<file path="src/design/swrc_pkg.sv">
// ----------------------------------------------------------------------------
// swrc_pkg
// Shared types and constants for the sliding-window rate counter table.
// ----------------------------------------------------------------------------
`timescale 1ns / 1ps
`default_nettype none

package swrc_pkg;

  // table geometry
  localparam int NUM_COUNTERS = 256;
  localparam int WINDOW       = 5;

  // field widths
  localparam int DATA_W  = 64;
  localparam int IDX_W   = 8;
  localparam int FUNC_W  = 2;
  localparam int ACT_W   = 9;
  localparam int ADDR_W  = $clog2(NUM_COUNTERS);

  // bucket walk for the read sum
  localparam int BKT_IDX_W = $clog2(WINDOW);
  localparam int SUM_CNT_W = $clog2(WINDOW + 1);

  // divide-by-window unit: bits retired per cycle
  localparam int DIV_BITS_PER_STEP = 8;
  localparam int DIV_STEPS         = DATA_W / DIV_BITS_PER_STEP;
  localparam int DIV_CNT_W         = $clog2(DIV_STEPS + 1);
  localparam int REM_W             = $clog2(WINDOW);

  // operation codes
  typedef enum logic [FUNC_W-1:0] {
    FUNC_COLLECT = 2'd0,
    FUNC_TICK    = 2'd1,
    FUNC_READ    = 2'd2,
    FUNC_CLEAR   = 2'd3
  } func_e;

  // controller states
  typedef enum logic [2:0] {
    ST_IDLE,
    ST_COLLECT,
    ST_TICK,
    ST_RD_SUM,
    ST_RD_DIV
  } state_e;

  // one memory row: running total above the window buckets
  typedef struct packed {
    logic [DATA_W-1:0]             total;
    logic [WINDOW-1:0][DATA_W-1:0] bkt;
  } row_t;

  localparam int ROW_W = $bits(row_t);

  // divider request and response
  typedef struct packed {
    logic              start;
    logic [DATA_W-1:0] dividend;
  } div_req_t;

  typedef struct packed {
    logic              busy;
    logic [DATA_W-1:0] quotient;
  } div_rsp_t;

endpackage

`default_nettype wire

</file>
<file path="src/design/swrc_div.sv">
// ----------------------------------------------------------------------------
// swrc_div
// Signed divide by WINDOW, truncating toward zero. Sign-magnitude long
// division, DIV_BITS_PER_STEP quotient bits per cycle, then a sign fix-up.
// ----------------------------------------------------------------------------
`timescale 1ns / 1ps
`default_nettype none

module swrc_div (
  input  wire logic              clk_i,
  input  wire logic              rst_ni,
  input  wire swrc_pkg::div_req_t req_i,
  output swrc_pkg::div_rsp_t     rsp_o
);

  import swrc_pkg::*;

  logic                 busy_q;
  logic [DIV_CNT_W-1:0] cnt_q;
  logic                 neg_q;
  logic [DATA_W-1:0]    mag_q, mag_d;
  logic [REM_W-1:0]     rem_q, rem_d;
  logic [DATA_W-1:0]    quot_q;

  // one group of restoring steps on the narrow remainder
  always_comb begin
    logic [REM_W:0] r;
    logic           q;
    mag_d = mag_q;
    rem_d = rem_q;
    for (int i = 0; i < DIV_BITS_PER_STEP; i++) begin
      r     = {rem_d, mag_d[DATA_W-1]};
      q     = (r >= (REM_W+1)'(WINDOW));
      rem_d = q ? REM_W'(r - (REM_W+1)'(WINDOW)) : REM_W'(r);
      mag_d = {mag_d[DATA_W-2:0], q};
    end
  end

  // control
  always_ff @(posedge clk_i or negedge rst_ni) begin
    if (!rst_ni) begin
      busy_q <= 1'b0;
      cnt_q  <= '0;
    end else if (req_i.start) begin
      busy_q <= 1'b1;
      cnt_q  <= '0;
    end else if (busy_q) begin
      if (cnt_q == DIV_CNT_W'(DIV_STEPS)) begin
        busy_q <= 1'b0;
      end else begin
        cnt_q <= cnt_q + 1'b1;
      end
    end
  end

  // datapath
  always_ff @(posedge clk_i) begin
    if (req_i.start) begin
      neg_q <= req_i.dividend[DATA_W-1];
      mag_q <= req_i.dividend[DATA_W-1] ? (~req_i.dividend + 1'b1) : req_i.dividend;
      rem_q <= '0;
    end else if (busy_q) begin
      if (cnt_q == DIV_CNT_W'(DIV_STEPS)) begin
        quot_q <= neg_q ? (~mag_q + 1'b1) : mag_q;
      end else begin
        mag_q <= mag_d;
        rem_q <= rem_d;
      end
    end
  end

  assign rsp_o.busy     = busy_q;
  assign rsp_o.quotient = quot_q;

endmodule

`default_nettype wire

</file>
<file path="config.mk">
export PLATFORM = sky130hd
export DESIGN_NAME = swrc_div
export DESIGN_NICKNAME = d
export VERILOG_FILES = /design/src/design/swrc_pkg.sv /design/src/design/swrc_div.sv
export SDC_FILE = /design/constraint.sdc
export NUM_CORES = 1
export LEC_CHECK = 0
export ABC_CLOCK_PERIOD_IN_PS = 15650
export BUFFER_PORTS_ARGS = -buffer_cell sky130_fd_sc_hd__clkbuf_2
export CAP_MARGIN = 15
export CORE_MARGIN = 2
export CORE_UTILIZATION = 55
export CTS_BUF_LIST = sky130_fd_sc_hd__clkbuf_8
export CTS_CLUSTER_DIAMETER = 60
export DETAILED_ROUTE_END_ITERATION = 10
export PLACE_DENSITY = 0.81
export SLEW_MARGIN = 10
export SYNTH_ARGS = -nofsm -noshare
export SYNTH_HDL_FRONTEND = slang
export SYNTH_SLANG_ARGS = --single-unit
</file>
<file path="constraint.sdc">
create_clock -name clk_i -period 15.65 [get_ports clk_i]
set_clock_uncertainty 0.15 [all_clocks]
set_input_delay 1.565 -clock clk_i [delete_from_list [all_inputs] [get_ports clk_i]]
set_output_delay 1.565 -clock clk_i [all_outputs]
set_load 0.02 [all_outputs]
</file>
==> results of run 1 <==
==> worst paths after layout <==
path	end	slack, ns	cells after the start
setup / recovery	mag_q[0]	5.08	44
hold / removal	rem_q[0]	0.38	2
setup reg to reg	mag_q[0]	5.08	44
hold reg to reg	rem_q[0]	0.38	2
max in group asynchronous	cnt_q[3]	14.46	1
min in group asynchronous	busy_q	0.75	1
==> cells by family after synthesis <==
group,Yosys count,synth area share (%)
buffers and inverters,62,2.804
flip-flops,137,47.88
XOR/XNOR,129,13.33
AND/OR/NAND/NOR,250,15.31
adder cells (fa/ha/maj),20,2.952
AO/OA/AOI/OAI,213,16.35
multiplexers,11,1.373
==> critical path: cells and delay by family (launching register included) <==
| kind | cells | cell delay (ns) |
|---|---|---|
| xor+xnor | 4 | 0.89 |
| compound gates | 12 | 3.11 |
| buf+inv | 3 | 0.30 |
| fa+ha+maj | 8 | 1.99 |
| mux | 1 | 0.28 |
| simple gates | 16 | 3.10 |
| flops | 1 | 0.48 |
==> through the flow <==
step / hold slack, ns / total power [mW] / instance area (um2) / worst slack, ns
4_1_cts: 0.3783 / 1.493 / 9604 / 5.237
3_5_place_dp: 0.3691 / 1.245 / 9280 / 5.276
3_3_place_gp: 0.3589 / 1.222 / 9280 / 5.760
5_1_grt: 0.3949 / 1.602 / 9604 / 4.203
6_report: 0.3751 / 1.500 / 9604 / 5.083
2_1_floorplan: 0.3164 / 1.084 / 8477 / 6.396
==> power by group through the flow <==
| stage | Combinational [mW] | Clock [mW] | Sequential, mW |
|---|---|---|---|
| 2_1_floorplan | 0.574 | 0 | 0.509 |
| 3_3_place_gp | 0.693 | 0 | 0.528 |
| 3_5_place_dp | 0.715 | 0 | 0.529 |
| 4_1_cts | 0.720 | 0.252 | 0.521 |
| 5_1_grt | 0.806 | 0.268 | 0.528 |
| 6_report | 0.729 | 0.248 | 0.523 |
==> flip-flops by register name, indices dropped and copies added, names as in the netlist <==
name	count
busy_q	1
cnt_q	4
rem_q	3
quot_q	64
neg_q	1
mag_q	64
==> final cells by class <==
type | count | area (um2) | share of cell area, %
timing repair buffer | 136 | 695.7 | 7.243
sequential | 137 | 4059 | 42.26
tap | 188 | 235.2 | 2.449
clock inverter | 13 | 90.09 | 0.9380
multi-input combinational | 623 | 4185 | 43.58
inverter | 28 | 105.1 | 1.094
clock buffer | 17 | 234.0 | 2.436
==> routing by layer <==
layer,vias up,global-route usage [%],share of wire [%]
li1,3299,-,-
met1,3120,30.41,42
met5,-,0,0
met4,0,12.02,3.8
met3,52,4.549,6.7
met2,270,37.97,47
==> Yosys cell counts (3+ instances only) <==
cell type    n  area share, %
edfxtp_1   129             46
nor2_1      84            3.7
a21oi_1     72            4.3
xnor2_1     65            6.7
xor2_1      64            6.6
o21ai_0     47            2.8
nand2_1     46            2.0
o31ai_1     35            3.1
clkbuf_1    31            1.4
inv_1       28            1.2
o41ai_1     23            2.4
ha_1        20            3.0
or4_1       19            1.7
or3_1       16            1.2
or2_2       14            1.0
nand2b_1    13           0.96
nor4_1      11           0.81
nand3_1      9           0.53
nor3_1       9           0.53
nor2b_1      8           0.59
mux2i_1      6           0.71
dfrtp_1      5            1.5
mux2_2       5           0.66
o211ai_1     4           0.35
or3_4        4           0.53
and3_1       3           0.22
dfxtp_1      3           0.71
o211a_1      3           0.35
==> cells in the final DEF (no fill, tap or decap), types with 11 or more instances in the layout <==
master	instances
o21ai_0	47
clkbuf_2	130
or3_1	16
or2_2	14
nor4_1	11
xor2_1	64
inv_1	28
o41ai_1	23
clkbuf_8	17
a21oi_1	72
xnor2_1	65
nand2_1	46
o31ai_1	35
ha_1	20
or4_1	19
edfxtp_1	129
nor2_1	84
nand2b_1	13
==> metrics.md, run 1 <==
| Metric | Value |
|---|---|
| Outcome | `complete, no violations` |
| Netlist cell types | `62` |
| # hold bufs at CTS | `0` |
| Largest net degree at the start of global routing | `102` |
| Iteration-0 DRC Markers | `602` |
| Max-slew violations | `0` |
| Required time worst endpoint | `15.72 ns` |
| Top_reg_cell synth | `edfxtp_1` |
| Max Fclk | `94.64 MHz` |
| DR WL/cell | `16.56 um` |
| Most frequent CP cell | `ha_1` |
| RSZ-0062 raised after global routing | `false` |
| Crit path capture type | `flop` |
| Routed via count | `6741` |
| CTS-repair resized insts | `0` |
| Crit Path Class | `flop to flop` |
| Slew @ Worst Pin | `0.9558 ns` |
| Final net count | `1030` |
| Hold Path Class | `flop to flop` |
| Diode count | `0` |
| Vias in the first global route | `6163` |
| Critical Path Start | `mag_q[63]` |
| Core footprint | `15150 um2` |
| Dpl hpwl | `13960 um` |
| CP startpoint kind | `flop` |
| Row cnt | `45` |
| Ratio of cells with drive above 1 in the final layout | `20.44%` |
| Number of synthesized flops with an enable pin | `129` |
| Synth Instances | `822` |
| I/O Pins | `132` |
| Sequential share of power | `34.9%` |
| Post-synthesis register bit count | `137` |
| Internal power | `0.9058 mW` |
| # port buffers | `131` |
| Final count of hold timing violations | `0` |
| Die area | `16420 um2` |
| Power Density | `156.2 nW/um2` |
| Mapped cell area | `8477 um2` |
| Asr flop ratio synth | `3.650%` |
| Clock Sinks | `137` |
| Clock share of power | `16.5%` |
| First-pass GRT wire length | `30060 um` |
| Post-Place Cells | `1112` |
| Worst-path clk slew | `0.07 ns` |
| CTS Buf Count | `17` |
| Max Root-Sink Buffers | `2` |
| Net switching share of the total power | `39.61%` |
| Worst skew pair latency | `0.46 ns` |
| Switching pwr | `0.5940 mW` |
| FF-to-FF Start | `mag_q[63]` |
| Hold Startpoint | `rem_q[0]` |
| DRC | `0` |
| First drt pass iteration count | `6` |
| Max stage delay on crit path | `0.51 ns` |
| Gate power share | `48.6%` |
| Final period util | `67.52%` |
| Non-filler cells, final | `1142` |
| Critical path arrival | `10.63 ns` |
| Setup Fix Bufs, Post-CTS | `0` |
| Synthesized Nets | `909` |
| Slew margin rel. | `36.28%` |
| Routed wire length | `18910 um` |
| Warnings from Yosys | `0` |
| H-tree depth | `4` |
| GR Overflow Total | `0` |
| CTS tree | `built` |
| Critical path fanouts, max | `7` |
| Mean Syn Cell Area | `10.31 um2` |
| Root Driver | `clkbuf_8` |
| Endpoints failing setup | `0` |
| Fill count | `1236` |
| Die width | `128.1 um` |
| Tmin final | `10.57 ns` |
| Lkg Pwr | `3.569 nW` |
| Max IR drop VDD | `0.0001754 V` |
| Starting Density | `55.97%` |
| Initial antenna violation count | `0` |
| Slowest-stage cell, CP | `o311ai_2` |
| Layout area overhead | `13.30%` |
| Gr usage total | `23.54%` |
| Final core occ | `63.41%` |
| Via/cell ratio | `5.903` |
| Routability Congestion | `0.9105` |
| Part of the Yosys area used for sequential elements | `47.88%` |
| Final ANT Viol Nets | `0` |
| Max-Cap Viols | `0` |
| Die height | `128.1 um` |
| Fin Setup TNS | `0 ns` |
Power figures use the tool's default switching activity.
==> run 2: changes to the inputs <==
ABC_CLOCK_PERIOD_IN_PS = 11000   (was 15650)
clock period = 11 ns   (was 15.65 ns; I/O delays follow)
==> metrics.md, run 2 (synthesis gave the netlist of run 1 again) <==
| Metric | Value |
|---|---|
| Max Root-Sink Buffers | `2 (unchanged)` |
| Gate power share | `50.9% (was 48.6%)` |
| Vias in the first global route | `6261 (was 6163)` |
| Slowest-stage cell, CP | `edfxtp_1 (was o311ai_2)` |
| Net switching share of the total power | `40.33% (was 39.61%)` |
| Initial antenna violation count | `0 (unchanged)` |
| DR WL/cell | `17.05 um (was 16.56 um)` |
| CTS Buf Count | `17 (unchanged)` |
| DR top layer | `met4 (unchanged)` |
| Largest regs | `mag_q: 64 flops, quot_q: 64 flops, cnt_q: 4 flops (unchanged)` |
| Ratio of cells with drive above 1 in the final layout | `20.79% (was 20.44%)` |
| First-pass GRT wire length | `30370 um (was 30060 um)` |
| Switching pwr | `0.9059 mW (was 0.5940 mW)` |
| Most frequent CP cell | `ha_1 (unchanged)` |
| # hold bufs at CTS | `0 (unchanged)` |
| Final net count | `1032 (was 1030)` |
| Iteration-0 DRC Markers | `548 (was 602)` |
| Final ANT Viol Nets | `0 (unchanged)` |
| Required time worst endpoint | `11.07 ns (was 15.72 ns)` |
| Row cnt | `45 (unchanged)` |
| Layout area overhead | `13.90% (was 13.30%)` |
| Largest net degree at the start of global routing | `102 (unchanged)` |
| I/O Pins | `132 (unchanged)` |
| Worst-path clk slew | `0.07 ns (about the same)` |
| Critical path arrival | `10.32 ns (was 10.63 ns)` |
| Power Density | `232.6 nW/um2 (was 156.2 nW/um2)` |
| # port buffers | `131 (unchanged)` |
| Routability Congestion | `0.9119 (was 0.9105)` |
| Total power draw | `2.246 mW (was 1.500 mW)` |
| Critical path fanouts, max | `7 (unchanged)` |
| Gr usage total | `23.66% (was 23.54%)` |
| CTS tree | `built (unchanged)` |
| Routed wire length | `19520 um (was 18910 um)` |
| Slew @ Worst Pin | `0.9666 ns (was 0.9558 ns)` |
| Slew margin rel. | `35.56% (was 36.28%)` |
| Internal power | `1.340 mW (was 0.9058 mW)` |
| Clock share of power | `15.9% (was 16.5%)` |
| Final period util | `93.24% (was 67.52%)` |
| Fill count | `1204 (was 1236)` |
| Hold Path Class | `input pin to async pin (was flop to flop)` |
| Leading cell type in the layout, fill and taps excluded | `clkbuf_2 (unchanged)` |
| First drt pass iteration count | `5 (was 6)` |
| Clock Sinks | `137 (unchanged)` |
| Endpoints failing setup | `0 (unchanged)` |
| CP startpoint kind | `flop (unchanged)` |
| DRT met1 WL | `8294 um (was 7964 um)` |
| Via/cell ratio | `5.959 (was 5.903)` |
| Die height | `128.1 um (unchanged)` |
| Final count of hold timing violations | `0 (unchanged)` |
| WL met2 | `9410 um (was 8975 um)` |
| Diode count | `0 (unchanged)` |
| H-tree depth | `4 (unchanged)` |
| Dpl hpwl | `14080 um (was 13960 um)` |
| Most frequent cells in the layout | `clkbuf_2 (130), edfxtp_1 (129), nor2_1 (84), a21oi_1 (72) (was clkbuf_2 (130), edfxtp_1 (129), nor2_1 (84), a21oi_1 (72), xnor2_1 (65))` |
| Root Driver | `clkbuf_8 (unchanged)` |
| DRC | `0 (unchanged)` |
| Core footprint | `15150 um2 (unchanged)` |
| Routed via count | `6823 (was 6741)` |
| Outcome | `complete, no violations (unchanged)` |
| Max Fclk | `97.50 MHz (was 94.64 MHz)` |
| DR WL met3 | `1154 um (was 1261 um)` |
| Sequential share of power | `33.2% (was 34.9%)` |
| Crit path capture type | `flop (unchanged)` |
| Starting Density | `55.97% (unchanged)` |
| Max IR drop VDD | `0.0001938 V (was 0.0001754 V)` |
| Max-slew violations | `0 (unchanged)` |
| Crit Path Class | `flop to flop (unchanged)` |
| Max stage delay on crit path | `0.48 ns (was 0.51 ns)` |
| Die area | `16420 um2 (unchanged)` |
| Worst Setup Slack, final | `0.7440 ns (was 5.083 ns)` |
| Placement Setup Slack | `0.5591 ns (was 5.276 ns)` |
| GR Overflow Total | `0 (unchanged)` |
| Max-Cap Viols | `0 (unchanged)` |
| Lkg Pwr | `3.601 nW (was 3.569 nW)` |
| Tmin final | `10.26 ns (was 10.57 ns)` |
| Worst skew pair latency | `0.47 ns (was 0.46 ns)` |
| Die width | `128.1 um (unchanged)` |
==> run 2: area by class of cell <==
class,instances,area [um2],area share (%)
inverter,28,105.1,1.089
tap,188,235.2,2.436
clock inverter,14,93.84,0.9719
timing repair buffer,138,710.7,7.360
clock buffer,17,234.0,2.423
sequential,137,4059,42.04
multi-input combinational,623,4218,43.68
==> run 2: worst paths after layout <==
kind	from	to	slack, ns	cells after the start
setup / recovery	mag_q[63]	mag_q[0]	0.74	44
hold / removal	rst_ni	busy_q	0.29	1
setup reg to reg	mag_q[63]	mag_q[0]	0.74	44
hold reg to reg	rem_q[0]	rem_q[0]	0.39	2
max in group asynchronous	rst_ni	cnt_q[3]	10.28	1
min in group clk_i	rem_q[0]	rem_q[0]	0.39	2
==> run 2: repair_timing <==
action                     CTS  global route
setup endpoints to repair    0             3
buffers inserted             0             2
hold endpoints to repair     0             0
gates resized for setup      0             5
==> run 2: power groups by stage <==
stage | Sequential [mW] | Clock [mW] | Combinational [mW]
after CTS | 0.743 | 0.358 | 1.03
after floorplan | 0.724 | 0 | 0.817
after global placement | 0.752 | 0 | 0.986
after detailed placement | 0.754 | 0 | 1.03
after global routing | 0.752 | 0.380 | 1.24
final | 0.746 | 0.357 | 1.14
==> run 2: routing by layer <==
layer / global-route usage [%] / up-vias
met5: 0 / -
met4: 10.02 / 0
met3: 5.008 / 53
met2: 38.50 / 259
met1: 30.84 / 3214
li1: - / 3297
==> run 2: critical path: cells and delay by family (launching register included) <==
kind | cells | cell delay [ns]
flops | 1 | 0.48
simple gates | 16 | 3.17
xor+xnor | 4 | 0.79
compound gates | 12 | 2.85
fa+ha+maj | 8 | 1.99
buf+inv | 3 | 0.29
mux | 1 | 0.27
==> run 2: through the flow <==
step                 TNS, ns  std cells  hold slack, ns  utilization, %  cell area (um2)
floorplan                  0        822          0.3164               -             8477
global placement           0       1112          0.3589           61.27             9280
finish                     0       1145          0.2866           63.75             9656
CTS                        0       1143          0.2729           63.44             9608
global route        -0.06503       1145          0.2803           63.75             9656
detailed placement         0       1112          0.3763           61.27             9280
